<file path="config.mk">
export PLATFORM = sky130hd
export DESIGN_NAME = rc_frame_to_servo_pulses_flat
export DESIGN_NICKNAME = d
export VERILOG_FILES = /design/src/hw/rtl/rcs_pkg.sv /design/src/hw/rtl/rcs_if.sv /design/src/hw/rtl/rc_frame_to_servo_pulses.sv /design/src/flat_wrapper.sv
export SDC_FILE = /design/constraint.sdc
export NUM_CORES = 2
export LEC_CHECK = 0
export BUFFER_PORTS_ARGS = -buffer_cell sky130_fd_sc_hd__clkbuf_2
export CORE_UTILIZATION = 31
export CTS_CLUSTER_SIZE = 16
export DETAILED_ROUTE_END_ITERATION = 10
export HOLD_SLACK_MARGIN = 0.03
export PLACE_DENSITY = 0.47
export SLEW_MARGIN = 20
export SYNTH_ARGS = -nofsm -noshare
export SYNTH_HDL_FRONTEND = slang
export SYNTH_SLANG_ARGS = --single-unit
</file>
<file path="constraint.sdc">
create_clock -name clk -period 18.4 [get_ports clk]
set_input_delay 0 -clock clk [delete_from_list [all_inputs] [get_ports clk]]
set_output_delay 0 -clock clk [all_outputs]
set_load 0.01 [all_outputs]
</file>
<file path="src/hw/rtl/rcs_pkg.sv">
// Shared types and constants of the radio frame to servo pulse block.
// Beat payloads, register indexes, frame constants and the fixed pulse tables.
// No dependencies.
package rcs_pkg;

  // input beat kinds; the fourth code is dropped without a result
  localparam logic [1:0] MODE_BYTE    = 2'd0;
  localparam logic [1:0] MODE_TICK    = 2'd1;
  localparam logic [1:0] MODE_BATTERY = 2'd2;

  localparam logic KIND_FRAME = 1'b0;
  localparam logic KIND_TICK  = 1'b1;

  // configuration register indexes
  localparam int CFG_INDEX_W = 2;
  localparam int CFG_DATA_W  = 16;
  localparam logic [CFG_INDEX_W-1:0] REG_WING_MODE  = 2'd0;
  localparam logic [CFG_INDEX_W-1:0] REG_FS_START   = 2'd1;
  localparam logic [CFG_INDEX_W-1:0] REG_FS_END     = 2'd2;
  localparam logic [CFG_INDEX_W-1:0] REG_FS_MOTOR   = 2'd3;

  localparam logic [12:0] FS_START_RESET = 13'd1000;
  localparam logic [12:0] FS_END_RESET   = 13'd4000;
  localparam logic [15:0] FS_MOTOR_RESET = 16'd800;

  // frame layout
  localparam int         CAP_DEPTH  = 10;
  localparam logic [2:0] PIPE_CTRL  = 3'd1;
  localparam logic [7:0] HDR_0      = 8'd77;
  localparam logic [7:0] HDR_1      = 8'd86;
  localparam logic [7:0] HDR_2      = 8'd97;
  localparam logic [7:0] TRIM_KEY   = 8'd100;

  localparam logic [11:0] TRIM_RESET = 12'd700;
  localparam logic [11:0] SENS_RESET = 12'd300;

  localparam logic [15:0] PULSE_S1_RESET    = 16'd1800;
  localparam logic [15:0] PULSE_S2_RESET    = 16'd1500;
  localparam logic [15:0] PULSE_MOTOR_RESET = 16'd1000;
  localparam logic [15:0] PULSE_YAW_RESET   = 16'd1500;

  localparam logic [12:0] SILENCE_MAX = 13'd8191;

  // battery tenths = (sample * 9147) >> 18
  localparam logic [13:0] BATT_MULT  = 14'd9147;
  localparam int          BATT_SHIFT = 18;

  // floor(n / 254) = (n * 4227331) >> 30, exact for n below 2^22
  localparam int          MAP_DEN     = 254;
  localparam logic [22:0] RECIP_MULT  = 23'd4227331;
  localparam int          RECIP_SHIFT = 30;

  typedef struct packed {
    logic [1:0]  mode;
    logic [7:0]  data_byte;
    logic        last_byte;
    logic [2:0]  pipe;
    logic [11:0] battery_sample;
  } in_item_t;

  typedef struct packed {
    logic        result_kind;
    logic        frame_valid;
    logic [7:0]  ack_byte;
    logic [15:0] pulse_ch1;
    logic [15:0] pulse_ch2;
    logic [15:0] pulse_ch3;
    logic [15:0] pulse_ch4;
    logic        failsafe_led;
  } out_item_t;

  typedef logic [15:0] pulse_lut_t [256];

  // byte to pulse map with a fixed span, truncated toward zero
  function automatic pulse_lut_t build_map_lut(int lo, int span);
    pulse_lut_t lut;
    for (int x = 0; x < 256; x++) begin
      lut[x] = 16'((x - 1) * span / MAP_DEN + lo);
    end
    return lut;
  endfunction

  localparam pulse_lut_t MOTOR_LUT = build_map_lut(800, 1400);
  localparam pulse_lut_t YAW_LUT   = build_map_lut(700, 1600);

endpackage

</file>
<file path="src/hw/rtl/rcs_if.sv">
// Valid/ready stream interfaces for the input and result channels.
// Depends on rcs_pkg for the beat payload types.
interface rcs_in_if;
  logic               valid;
  logic               ready;
  rcs_pkg::in_item_t  payload;

  modport source (output valid, output payload, input ready);
  modport sink   (input valid, input payload, output ready);
endinterface

interface rcs_out_if;
  logic               valid;
  logic               ready;
  rcs_pkg::out_item_t payload;

  modport source (output valid, output payload, input ready);
  modport sink   (input valid, input payload, output ready);
endinterface

</file>
<file path="src/hw/rtl/rc_frame_to_servo_pulses.sv">
// Radio frame to servo pulse converter, top level.
// Depends on rcs_pkg and the stream interfaces in rcs_if.
//
// Usage: items carries payload bytes, millisecond ticks and battery samples,
// one beat each, selected by mode. Each final frame byte and each tick
// produce one beat on results; other beats produce none. The configuration
// port writes one register per cycle when cfg_wr_en is high; the user must
// write it only while idle, as the block itself does not enforce this. Each
// result passes the capture, product and quotient registers before it is
// loaded into the result register. One beat per cycle enters while the result
// register is free or being taken. The four-register pipeline: frame capture,
// span products, reciprocal quotient, then elevon mix and pulse store update.
// When the receiver stalls, the whole pipeline holds and items.ready drops
// only while a finished result waits; a new beat enters as soon as the
// result register is free or being taken.
// Reset: pipeline empties, configuration, trim, sensitivities and pulses
// return to their defaults; no clearing pass is needed.
module rc_frame_to_servo_pulses #(
  parameter int PAYLOAD_MAX = 32
) (
  input  logic                               clk,
  input  logic                               rst,
  rcs_in_if.sink                             items,
  rcs_out_if.source                          results,
  input  logic                               cfg_wr_en,
  input  logic [rcs_pkg::CFG_INDEX_W-1:0]    cfg_index,
  input  logic [rcs_pkg::CFG_DATA_W-1:0]     cfg_data
);
  import rcs_pkg::*;

  localparam int POS_W = $clog2(PAYLOAD_MAX + 1);

  typedef struct packed {
    logic       valid;
    logic       kind;
    logic       frame_ok;
    logic [7:0] ack;
    logic       fs_on;
  } carry_t;

  typedef struct packed {
    carry_t      c;
    logic [7:0]  x3;
    logic [7:0]  x4;
    logic [7:0]  x5;
    logic [7:0]  x7;
    logic [11:0] trim;
    logic [11:0] s1;
    logic [11:0] s2;
  } stage_a_t;

  typedef struct packed {
    carry_t             c;
    logic               neg3;
    logic [20:0]        mag3;
    logic signed [15:0] lo3;
    logic               neg4;
    logic [20:0]        mag4;
    logic signed [15:0] lo4;
    logic signed [15:0] centre;
    logic [15:0]        motor;
    logic [15:0]        yaw;
  } stage_b_t;

  typedef struct packed {
    carry_t             c;
    logic [15:0]        map3;
    logic [15:0]        map4;
    logic signed [15:0] centre;
    logic [15:0]        motor;
    logic [15:0]        yaw;
  } stage_c_t;

  // configuration
  logic        wing_mode;
  logic [12:0] fs_start;
  logic [12:0] fs_end;
  logic [15:0] fs_motor;

  // block state
  logic [7:0]       cap [CAP_DEPTH];
  logic [7:0]       cap_next [CAP_DEPTH];
  logic [POS_W-1:0] pos;
  logic [11:0]      trim;
  logic [11:0]      sens1;
  logic [11:0]      sens2;
  logic [7:0]       batt;
  logic [12:0]      silence;
  logic             led;
  logic [15:0]      pulse_s1;
  logic [15:0]      pulse_s2;
  logic [15:0]      pulse_motor;
  logic [15:0]      pulse_yaw;

  stage_a_t sa, sa_next;
  stage_b_t sb, sb_next;
  stage_c_t sc, sc_next;

  logic advance;
  logic accept;
  logic is_byte;
  logic is_tick;
  logic is_batt;
  logic frame_end;
  logic hdr_ok;
  logic load_trim;
  logic [11:0] trim_new;
  logic [11:0] sens1_new;
  logic [11:0] sens2_new;
  logic [12:0] sil_inc;
  logic        fs_on;
  logic [POS_W-1:0] pos_inc;
  logic [25:0] batt_prod;

  assign advance = !results.valid || results.ready;
  assign items.ready = advance;
  assign accept  = items.valid && advance;
  assign is_byte = accept && (items.payload.mode == MODE_BYTE);
  assign is_tick = accept && (items.payload.mode == MODE_TICK);
  assign is_batt = accept && (items.payload.mode == MODE_BATTERY);
  assign frame_end = is_byte && items.payload.last_byte;

  // ---------------- capture stage ----------------
  always_comb begin
    for (int k = 0; k < CAP_DEPTH; k++) begin
      if (pos == POS_W'(k)) begin
        cap_next[k] = items.payload.data_byte;
      end else if (pos == '0) begin
        cap_next[k] = 8'd0;
      end else begin
        cap_next[k] = cap[k];
      end
    end
  end

  assign hdr_ok = (items.payload.pipe == PIPE_CTRL) && (cap_next[0] == HDR_0) &&
                  (cap_next[1] == HDR_1) && (cap_next[2] == HDR_2);
  assign load_trim = hdr_ok && (cap_next[6] == TRIM_KEY);
  assign trim_new  = load_trim ? 12'(cap_next[7]) * 12'd10 : trim;
  assign sens1_new = load_trim ? 12'(cap_next[8]) * 12'd10 : sens1;
  assign sens2_new = load_trim ? 12'(cap_next[9]) * 12'd10 : sens2;

  assign pos_inc = (pos < POS_W'(PAYLOAD_MAX)) ? POS_W'(pos + 1'b1) : pos;
  assign sil_inc = (silence == SILENCE_MAX) ? silence : 13'(silence + 1'b1);
  assign fs_on   = (sil_inc > fs_start) && (sil_inc < fs_end);
  assign batt_prod = 26'(items.payload.battery_sample) * 26'(BATT_MULT);

  always_comb begin
    sa_next.c.valid    = frame_end || is_tick;
    sa_next.c.kind     = is_tick ? KIND_TICK : KIND_FRAME;
    sa_next.c.frame_ok = frame_end && hdr_ok;
    sa_next.c.ack      = is_tick ? 8'd0 : batt;
    sa_next.c.fs_on    = fs_on;
    sa_next.x3   = cap_next[3];
    sa_next.x4   = cap_next[4];
    sa_next.x5   = cap_next[5];
    sa_next.x7   = cap_next[7];
    sa_next.trim = trim_new;
    sa_next.s1   = sens1_new;
    sa_next.s2   = sens2_new;
  end

  // ---------------- product stage ----------------
  logic signed [15:0] lo1, hi1, span1, lo2, hi2, span2, span4;
  logic signed [15:0] base, dlt, dlt_adj;
  logic signed [9:0]  xm3, xm4;
  logic signed [25:0] prod3, prod4;

  always_comb begin
    lo1   = 16'sd400 + $signed({4'd0, sa.trim}) + $signed({4'd0, sa.s1});
    hi1   = 16'sd2600 - $signed({4'd0, sa.s1});
    span1 = hi1 - lo1;
    lo2   = 16'sd480 + $signed({4'd0, sa.s2});
    hi2   = 16'sd2600 - $signed({4'd0, sa.s2});
    span2 = hi2 - lo2;
    span4 = wing_mode ? span1 : span2;
    xm3   = $signed({2'b00, sa.x3}) - 10'sd1;
    xm4   = $signed({2'b00, sa.x4}) - 10'sd1;
    prod3 = 26'(xm3) * 26'(span1);
    prod4 = 26'(xm4) * 26'(span4);
    // wing centre: halve toward zero
    base    = 16'sd400 + $signed({4'd0, sa.trim});
    dlt     = 16'sd2600 - base;
    dlt_adj = dlt + $signed({15'd0, dlt[15]});

    sb_next.c      = sa.c;
    sb_next.neg3   = prod3[25];
    sb_next.mag3   = 21'(prod3[25] ? -prod3 : prod3);
    sb_next.lo3    = lo1;
    sb_next.neg4   = prod4[25];
    sb_next.mag4   = 21'(prod4[25] ? -prod4 : prod4);
    sb_next.lo4    = wing_mode ? lo1 : lo2;
    sb_next.centre = base + (dlt_adj >>> 1);
    sb_next.motor  = MOTOR_LUT[sa.x5];
    sb_next.yaw    = YAW_LUT[sa.x7];
  end

  // ---------------- quotient stage ----------------
  logic [43:0]        recip3, recip4;
  logic [13:0]        qm3, qm4;
  logic signed [15:0] q3, q4;

  always_comb begin
    recip3 = 44'(sb.mag3) * 44'(RECIP_MULT);
    recip4 = 44'(sb.mag4) * 44'(RECIP_MULT);
    qm3    = recip3[RECIP_SHIFT +: 14];
    qm4    = recip4[RECIP_SHIFT +: 14];
    q3     = sb.neg3 ? -$signed({2'b00, qm3}) : $signed({2'b00, qm3});
    q4     = sb.neg4 ? -$signed({2'b00, qm4}) : $signed({2'b00, qm4});

    sc_next.c      = sb.c;
    sc_next.map3   = 16'(q3 + sb.lo3);
    sc_next.map4   = 16'(q4 + sb.lo4);
    sc_next.centre = sb.centre;
    sc_next.motor  = sb.motor;
    sc_next.yaw    = sb.yaw;
  end

  // ---------------- mix stage ----------------
  logic signed [16:0] roll_s, win_lo, win_hi;
  logic               roll_centred;
  logic [15:0]        elevon_l, elevon_r;
  logic [15:0]        s1_next, s2_next, motor_next, yaw_next;
  logic               led_next;

  always_comb begin
    roll_s = $signed({1'b0, sc.map4});
    win_lo = 17'(sc.centre) - 17'sd100;
    win_hi = 17'(sc.centre) + 17'sd100;
    roll_centred = (win_lo < roll_s) && (roll_s < win_hi);
    elevon_l = roll_centred ? 16'(16'd3000 - sc.map3) : 16'(sc.map4 - 16'd1600);
    elevon_r = roll_centred ? sc.map3 : sc.map4;

    s1_next    = pulse_s1;
    s2_next    = pulse_s2;
    motor_next = pulse_motor;
    yaw_next   = pulse_yaw;
    led_next   = led;
    if (sc.c.valid && sc.c.frame_ok) begin
      if (wing_mode) begin
        s1_next = elevon_l;
        s2_next = elevon_r;
      end else begin
        s1_next  = sc.map3;
        s2_next  = sc.map4;
        yaw_next = sc.yaw;
      end
      motor_next = sc.motor;
    end
    if (sc.c.valid && (sc.c.kind == KIND_TICK)) begin
      led_next = sc.c.fs_on;
      if (sc.c.fs_on) begin
        motor_next = fs_motor;
      end
    end
  end

  // ---------------- registers ----------------
  always_ff @(posedge clk) begin
    if (rst) begin
      wing_mode <= 1'b0;
      fs_start  <= FS_START_RESET;
      fs_end    <= FS_END_RESET;
      fs_motor  <= FS_MOTOR_RESET;
    end else if (cfg_wr_en) begin
      unique case (cfg_index)
        REG_WING_MODE: wing_mode <= cfg_data[0];
        REG_FS_START:  fs_start  <= cfg_data[12:0];
        REG_FS_END:    fs_end    <= cfg_data[12:0];
        REG_FS_MOTOR:  fs_motor  <= cfg_data[15:0];
        default: ;
      endcase
    end
  end

  always_ff @(posedge clk) begin
    if (rst) begin
      pos     <= '0;
      trim    <= TRIM_RESET;
      sens1   <= SENS_RESET;
      sens2   <= SENS_RESET;
      batt    <= 8'd0;
      silence <= 13'd0;
    end else begin
      if (is_byte) begin
        cap <= cap_next;
        pos <= items.payload.last_byte ? '0 : pos_inc;
      end
      if (frame_end) begin
        silence <= 13'd0;
        trim    <= trim_new;
        sens1   <= sens1_new;
        sens2   <= sens2_new;
      end
      if (is_tick) begin
        silence <= sil_inc;
      end
      if (is_batt) begin
        batt <= batt_prod[BATT_SHIFT +: 8];
      end
    end
  end

  always_ff @(posedge clk) begin
    if (rst) begin
      sa.c.valid    <= 1'b0;
      sb.c.valid    <= 1'b0;
      sc.c.valid    <= 1'b0;
      results.valid <= 1'b0;
      pulse_s1      <= PULSE_S1_RESET;
      pulse_s2      <= PULSE_S2_RESET;
      pulse_motor   <= PULSE_MOTOR_RESET;
      pulse_yaw     <= PULSE_YAW_RESET;
      led           <= 1'b0;
    end else if (advance) begin
      // hold everything while a finished result waits
      sa <= sa_next;
      sb <= sb_next;
      sc <= sc_next;
      pulse_s1    <= s1_next;
      pulse_s2    <= s2_next;
      pulse_motor <= motor_next;
      pulse_yaw   <= yaw_next;
      led         <= led_next;
      results.valid                <= sc.c.valid;
      results.payload.result_kind  <= sc.c.kind;
      results.payload.frame_valid  <= sc.c.frame_ok;
      results.payload.ack_byte     <= sc.c.ack;
      results.payload.pulse_ch1    <= s1_next;
      results.payload.pulse_ch2    <= s2_next;
      results.payload.pulse_ch3    <= motor_next;
      results.payload.pulse_ch4    <= yaw_next;
      results.payload.failsafe_led <= led_next;
    end
  end

endmodule

</file>
<file path="src/flat_wrapper.sv">
// flat-port wrapper written by rule: the top's interface ports become plain ports
module rc_frame_to_servo_pulses_flat import rcs_pkg::*;
#(
  parameter int PAYLOAD_MAX = 32
)
  (clk, rst, cfg_wr_en, cfg_index, cfg_data, items_valid, items_payload, items_ready, results_valid, results_payload, results_ready);
  rcs_in_if items_i ();
  rcs_out_if results_i ();
  input  logic clk;
  input  logic rst;
  input  logic cfg_wr_en;
  input  logic [rcs_pkg::CFG_INDEX_W-1:0] cfg_index;
  input  logic [rcs_pkg::CFG_DATA_W-1:0] cfg_data;
  input wire logic [$bits(items_i.valid)-1:0] items_valid;
  input wire logic [$bits(items_i.payload)-1:0] items_payload;
  output wire logic [$bits(items_i.ready)-1:0] items_ready;
  output wire logic [$bits(results_i.valid)-1:0] results_valid;
  output wire logic [$bits(results_i.payload)-1:0] results_payload;
  input wire logic [$bits(results_i.ready)-1:0] results_ready;
  assign items_i.valid = items_valid;
  assign items_i.payload = items_payload;
  assign items_ready = items_i.ready;
  assign results_valid = results_i.valid;
  assign results_payload = results_i.payload;
  assign results_i.ready = results_ready;
  rc_frame_to_servo_pulses #(.PAYLOAD_MAX(PAYLOAD_MAX)) u_core (.clk(clk), .rst(rst), .items(items_i), .results(results_i), .cfg_wr_en(cfg_wr_en), .cfg_index(cfg_index), .cfg_data(cfg_data));
endmodule
</file>
## Word level (Yosys, flattened, before mapping)

Memories as Yosys holds them, arrays and structs flattened. A register that Yosys moved wholly into a read port is not among the register bits.
Cells that the tools add are included.

| word-level totals | value |
|---|---|
| flip-flop bits (word level) | 603 |
| ROM bits | 8192 |
| output and inout bits | 77 |
| memories | 2 |

Memories:

| memory | words | bits a word | read ports | clocked after Yosys merged registers in | wr ports | line | source |
|---|---|---|---|---|---|---|---|
| (no name shown) | 256 | 16 | 1 | 1 | 0 | rc_frame_to_servo_pulses.sv:194 | `sb_next.motor = MOTOR_LUT[sa.x5];` |
| (no name shown) | 256 | 16 | 1 | 1 | 0 | rc_frame_to_servo_pulses.sv:195 | `sb_next.yaw = YAW_LUT[sa.x7];` |

| operators by class | value |
|---|---|
| add/sub/neg operators | 24 |
| multiply operators | 8 |
| $lt $le $gt $ge | 5 |
| equal/unequal tests | 20 |
| mux-type cells | 46 |
| bitwise logic cells | 3 |
| reductions and logical operators | 29 |

Operator list:

| kind | count |
|---|---|
| 2-to-1 mux 16 bit | 15 |
| 2-to-1 mux 8 bit | 19 |
| multiplier 21 x 23 -> 44 bit, second input constant | 2 |
| multiplier 9 x 16 -> 25 bit | 2 |
| 2-to-1 mux 21 bit | 2 |
| negation 21 bit | 2 |
| 2-to-1 mux 13 bit | 3 |
| 2-to-1 mux 12 bit | 3 |
| less-than comparator 17 bit | 2 |
| multiplier 8 x 3 -> 11 bit, second input constant | 3 |
| adder 16 bit | 2 |
| == test 8 x 7 -> 1 bit, second input constant | 4 |
| negation 14 -> 16 bit | 2 |
| adder 9 x 12 -> 13 bit, first input constant | 2 |
| multiplier 12 x 14 -> 26 bit, second input constant | 1 |
| subtractor 12 x 12 -> 13 bit, first input constant | 2 |
| == test 6 x 3 -> 1 bit, second input constant | 4 |
| NOT 8 -> 9 bit | 2 |
| subtractor 8 x 1 -> 9 bit, second input constant | 2 |
| adder 16 x 8 -> 17 bit, second input constant | 1 |
| subtractor 16 x 8 -> 17 bit, second input constant | 1 |
| adder 14 x 15 -> 16 bit | 1 |
| adder 16 x 13 -> 16 bit | 1 |
| adder 16 x 2 -> 16 bit | 1 |
| other kinds (27) | 56 |

## Logic depth before layout (Yosys ltp)

| depth | value |
|---|---|
| depth in word-level cells | 8 |
| depth in mapped cells | 40 |

## Worst setup path after synthesis

Ideal clock, no wire load.

| timing | value |
|---|---|
| path type | reg-to-reg |
| start | reg u_core.results.valid |
| end | reg u_core.results.payload[0] (netlist name) |
| library setup time | 1091 ps |
| data arrival time | 15697 ps |
| required time | 17309 ps |
| path slack | 1612 ps |
| stages on the path, launching flop included | 5 |
| path buffers | 2 |
| path through | dfxtp_1 > nor2b_1 > clkbuf_1 > clkbuf_1 > nor2_1 |

| between the ends | value |
|---|---|
| word-level cells in the longest chain between the ends | 3 |

RTL lines:

| item | line | source |
|---|---|---|
| start, declared | rcs_if.sv:17 | `modport source (output valid, output payload, input ready);` |
| logical NOT 1 bit | rc_frame_to_servo_pulses.sv:115 | `assign advance = !results.valid \|\| results.ready;` |
| logical OR 1 bit | rc_frame_to_servo_pulses.sv:115 |  |
| AND reduction 2 bit (no line) | n/a |  |

Every way passes these cells.
A chain may end at the register's enable or synchronous reset.

==> flow_summary.ini <==
[run_status]
outcome = finished clean

[placement]
globalplace.congestion = 0.858
dp_hpwl_um = 118000
placed_cells = 8416
post_dp_cell_area_um2 = 60100
port_buffers = 125

[clock_tree]
cts-root-to-sink-buffers = 3
cts_setup_buffers = 0
cts_tree = built
cts.reportedPaths.clkPinSlew_ns = 0.05
worst_skew_pair.late_latency_ns = 0.67
tritoncts.num_buffers = 72
cts_sinks = 615
cts_root_buf = sky130_fd_sc_hd__clkbuf_16
h-tree-depth = 3
cts_repair_resize_count = 0

[logic_synthesis]
predominant_post_synthesis_flop_cell = sky130_fd_sc_hd__edfxtp_1
number_of_synthesized_flops_with_an_enable_pin = 440
synth_nets = 7249
yosys.cell_count.top_type = sky130_fd_sc_hd__ha_1
netlist_area_pre_place_um2 = 56900
yosys_warnings = 0
synth_cell_type_count = 97
syn_inst = 6119
synth.avg_cell_area_um2 = 9.30
top_cells_by_count_synth = 723 x sky130_fd_sc_hd__ha_1, 692 x sky130_fd_sc_hd__nand2_1, 645 x sky130_fd_sc_hd__inv_1
synth_largest_area_cell = sky130_fd_sc_hd__edfxtp_1
ys_seq_elements = 615
yosys.area.top_type_share = 0.232
post_synthesis_sequential_area_ratio = 0.294
ys_async_sr_fraction = 0
synth.top_cells.by_area = sky130_fd_sc_hd__edfxtp_1 23%, sky130_fd_sc_hd__ha_1 16%, sky130_fd_sc_hd__fa_1 13%, sky130_fd_sc_hd__dfxtp_1 6.2%, sky130_fd_sc_hd__nand2_1 4.6%

[sta]
setup_violations = 0
final-max-slew-violation-count = 0
setup_tns_ns = 0
grt_setup_unrepaired = no
fmax_mhz = 93.2
finalHoldViolCount = 0
final_period_minus_worst_setup_slack_ns = 10.73
layout_worst_path_cycle_share = 0.583
tightestPinTransition_ns = 1.10
skew_ns = 0.0344
slew_headroom = 0.245

[floorplanning]
die_width_um = 431
core_area_um2 = 182000
initial_core_util = 0.314
placement_rows = 156
pin_count = 126
die-area_um2 = 185000
die_height_um = 431

[global_route]
global_route_wire_length_before_repair_um = 245000
highest_utilization_routing_layer_at_the_global_route_stage = met2
groute.layer.met2.usage = 0.276
use_met3 = 0.0185
grt_util_met1 = 0.229
grt-ovfl-total = 0
grt_start_max_net_pins = 152
globalRouteTotalUtil = 0.165
antenna_found_initial = 5
first_global_vias = 42600

[critical_path]
cp.arrival_ns = 11.11
critPathCaptureType = flip-flop
critical_path_launch_point_type = flip-flop
critPathMostFrequentCell = sky130_fd_sc_hd__nor2_1
critical-path-max-stage-delay_ns = 0.82
worst_ep_required_time_ns = 18.79
critical_path.max_fanout = 22
cpLargestDelayFamily = adder cells
cp.buffers_inverters = 1
critPathKind = reg2reg
cpMaxStageDelayCell = sky130_fd_sc_hd__xnor2_2

[route]
drt.antenna.violating_nets = 0
routed_wire_length_um = 155000
drcViolationCount = 0
via_count = 43000
viasPerCell = 5.00
routedWlPerCell_um = 18.0
first_pass_iters = 5
initialDrtViolationCount = 2392

[final_layout]
drive_above_1_share = 0.0691
num-fill-cells = 18500
area_growth_pct = 10.6
final_cell_area_um2 = 63000
fin_cells = 8593
finish.net_count = 7294
final_util = 0.347

[worst_hold_path]
hp-class = in2reg

[job]
cap_viol_max_count = 0
-- final cells by class --
type,instances,area [um2],area share
Antenna cell,1,2.50,0.0000397
Clock buffer,94,2030,0.0322
Clock inverter,38,384,0.00610
Inverter,651,2440,0.0388
Multi-Input combinational cell,4585,36800,0.585
Sequential cell,615,16700,0.266
Tap cell,2370,2970,0.0471
Timing Repair Buffer,239,1610,0.0256
-- through the flow --
step	setup slack, ns	hold WS, ns
after floorplan	1.61	0.118
after global placement	7.60	0.233
after detailed placement	7.48	0.233
after CTS	7.43	0.0845
after global routing	6.96	0.149
final	7.67	0.120
-- tightest hold or removal path, stage by stage --
cell                       delay (ns)
sky130_fd_sc_hd__clkbuf_2        0.11
sky130_fd_sc_hd__nand4_1         0.14
sky130_fd_sc_hd__nor3b_1         0.07
sky130_fd_sc_hd__nand4_1         0.09
sky130_fd_sc_hd__nor3_1          0.14
-- cells in the final DEF (no fill, tap or decap), drive strengths merged, types with 175 or more instances in the layout --
cell	Yosys	final
ha	723	723
nand2	693	693
inv	645	653
edfxtp	440	440
nor2	425	425
a21oi	370	370
fa	358	358
o21ai	320	320
clkbuf	235	218
xnor2	210	210
dfxtp	175	175
-- sequential cells by signal (all words and copies together) (netlist names), 6 cells and up --
| register | flops |
|---|---|
| u_core.sb | 124 |
| u_core.cap | 80 |
| u_core.sa | 80 |
| u_core.results.payload | 75 |
| u_core.sc | 68 |
| u_core.fs_motor | 16 |
| u_core.pulse_motor | 16 |
| u_core.pulse_s1 | 16 |
| u_core.pulse_s2 | 16 |
| u_core.pulse_yaw | 16 |
| u_core.roll_s | 16 |
| u_core.fs_end | 13 |
| u_core.fs_start | 13 |
| u_core.silence | 13 |
| u_core.sens1 | 12 |
| u_core.sens2 | 12 |
| u_core.trim | 12 |
| u_core.batt | 8 |
| u_core.pos | 6 |
-- layer usage --
layer / share of wire / wire length [um] / up-vias
met5: 0.000052 / 8 / -
met1: 0.48 / 74100 / 20800
li1: - / - / 21300
met3: 0.034 / 5270 / 136
met2: 0.47 / 72500 / 687
met4: 0.018 / 2720 / 2
-- kinds of logic after synthesis --
group / after synthesis / share of synthesized area
DFF: 615 / 0.294
muxes: 100 / 0.0204
buffers and inverters: 919 / 0.0612
and+or+nand+nor: 1817 / 0.149
xor gates and xnor gates: 329 / 0.0510
AOI/OAI and AO/OA: 1257 / 0.140
adders and majority gates: 1082 / 0.285
-- what timing repair did --
| item | in CTS | in global routing |
|---|---|---|
| endpoints found under the setup margin | 0 | 0 |
| hold endpoints to repair | 148 | 0 |
| hold buffers | 44 | 0 |
-- final timing paths --
kind / from / to / slack, ns / depth (start not counted)
worst min register to register: u_core.sa[77]$_DFFE_PP_ / u_core.sb[133]$_DFFE_PP_ / 0.39 / 0
worst max register to register: u_core.sa[24]$_DFFE_PP_ / u_core.sb[77]$_DFFE_PP_ / 7.67 / 37
worst max-delay path: u_core.sa[24]$_DFFE_PP_ / u_core.sb[77]$_DFFE_PP_ / 7.67 / 37
worst min-delay path: items_payload[12] / u_core.sa[77]$_DFFE_PP_ / 0.12 / 5
Power is left out: the tool's default activity adds up to more than one toggle a clock period on the data nets, which glitch-free logic cannot reach.
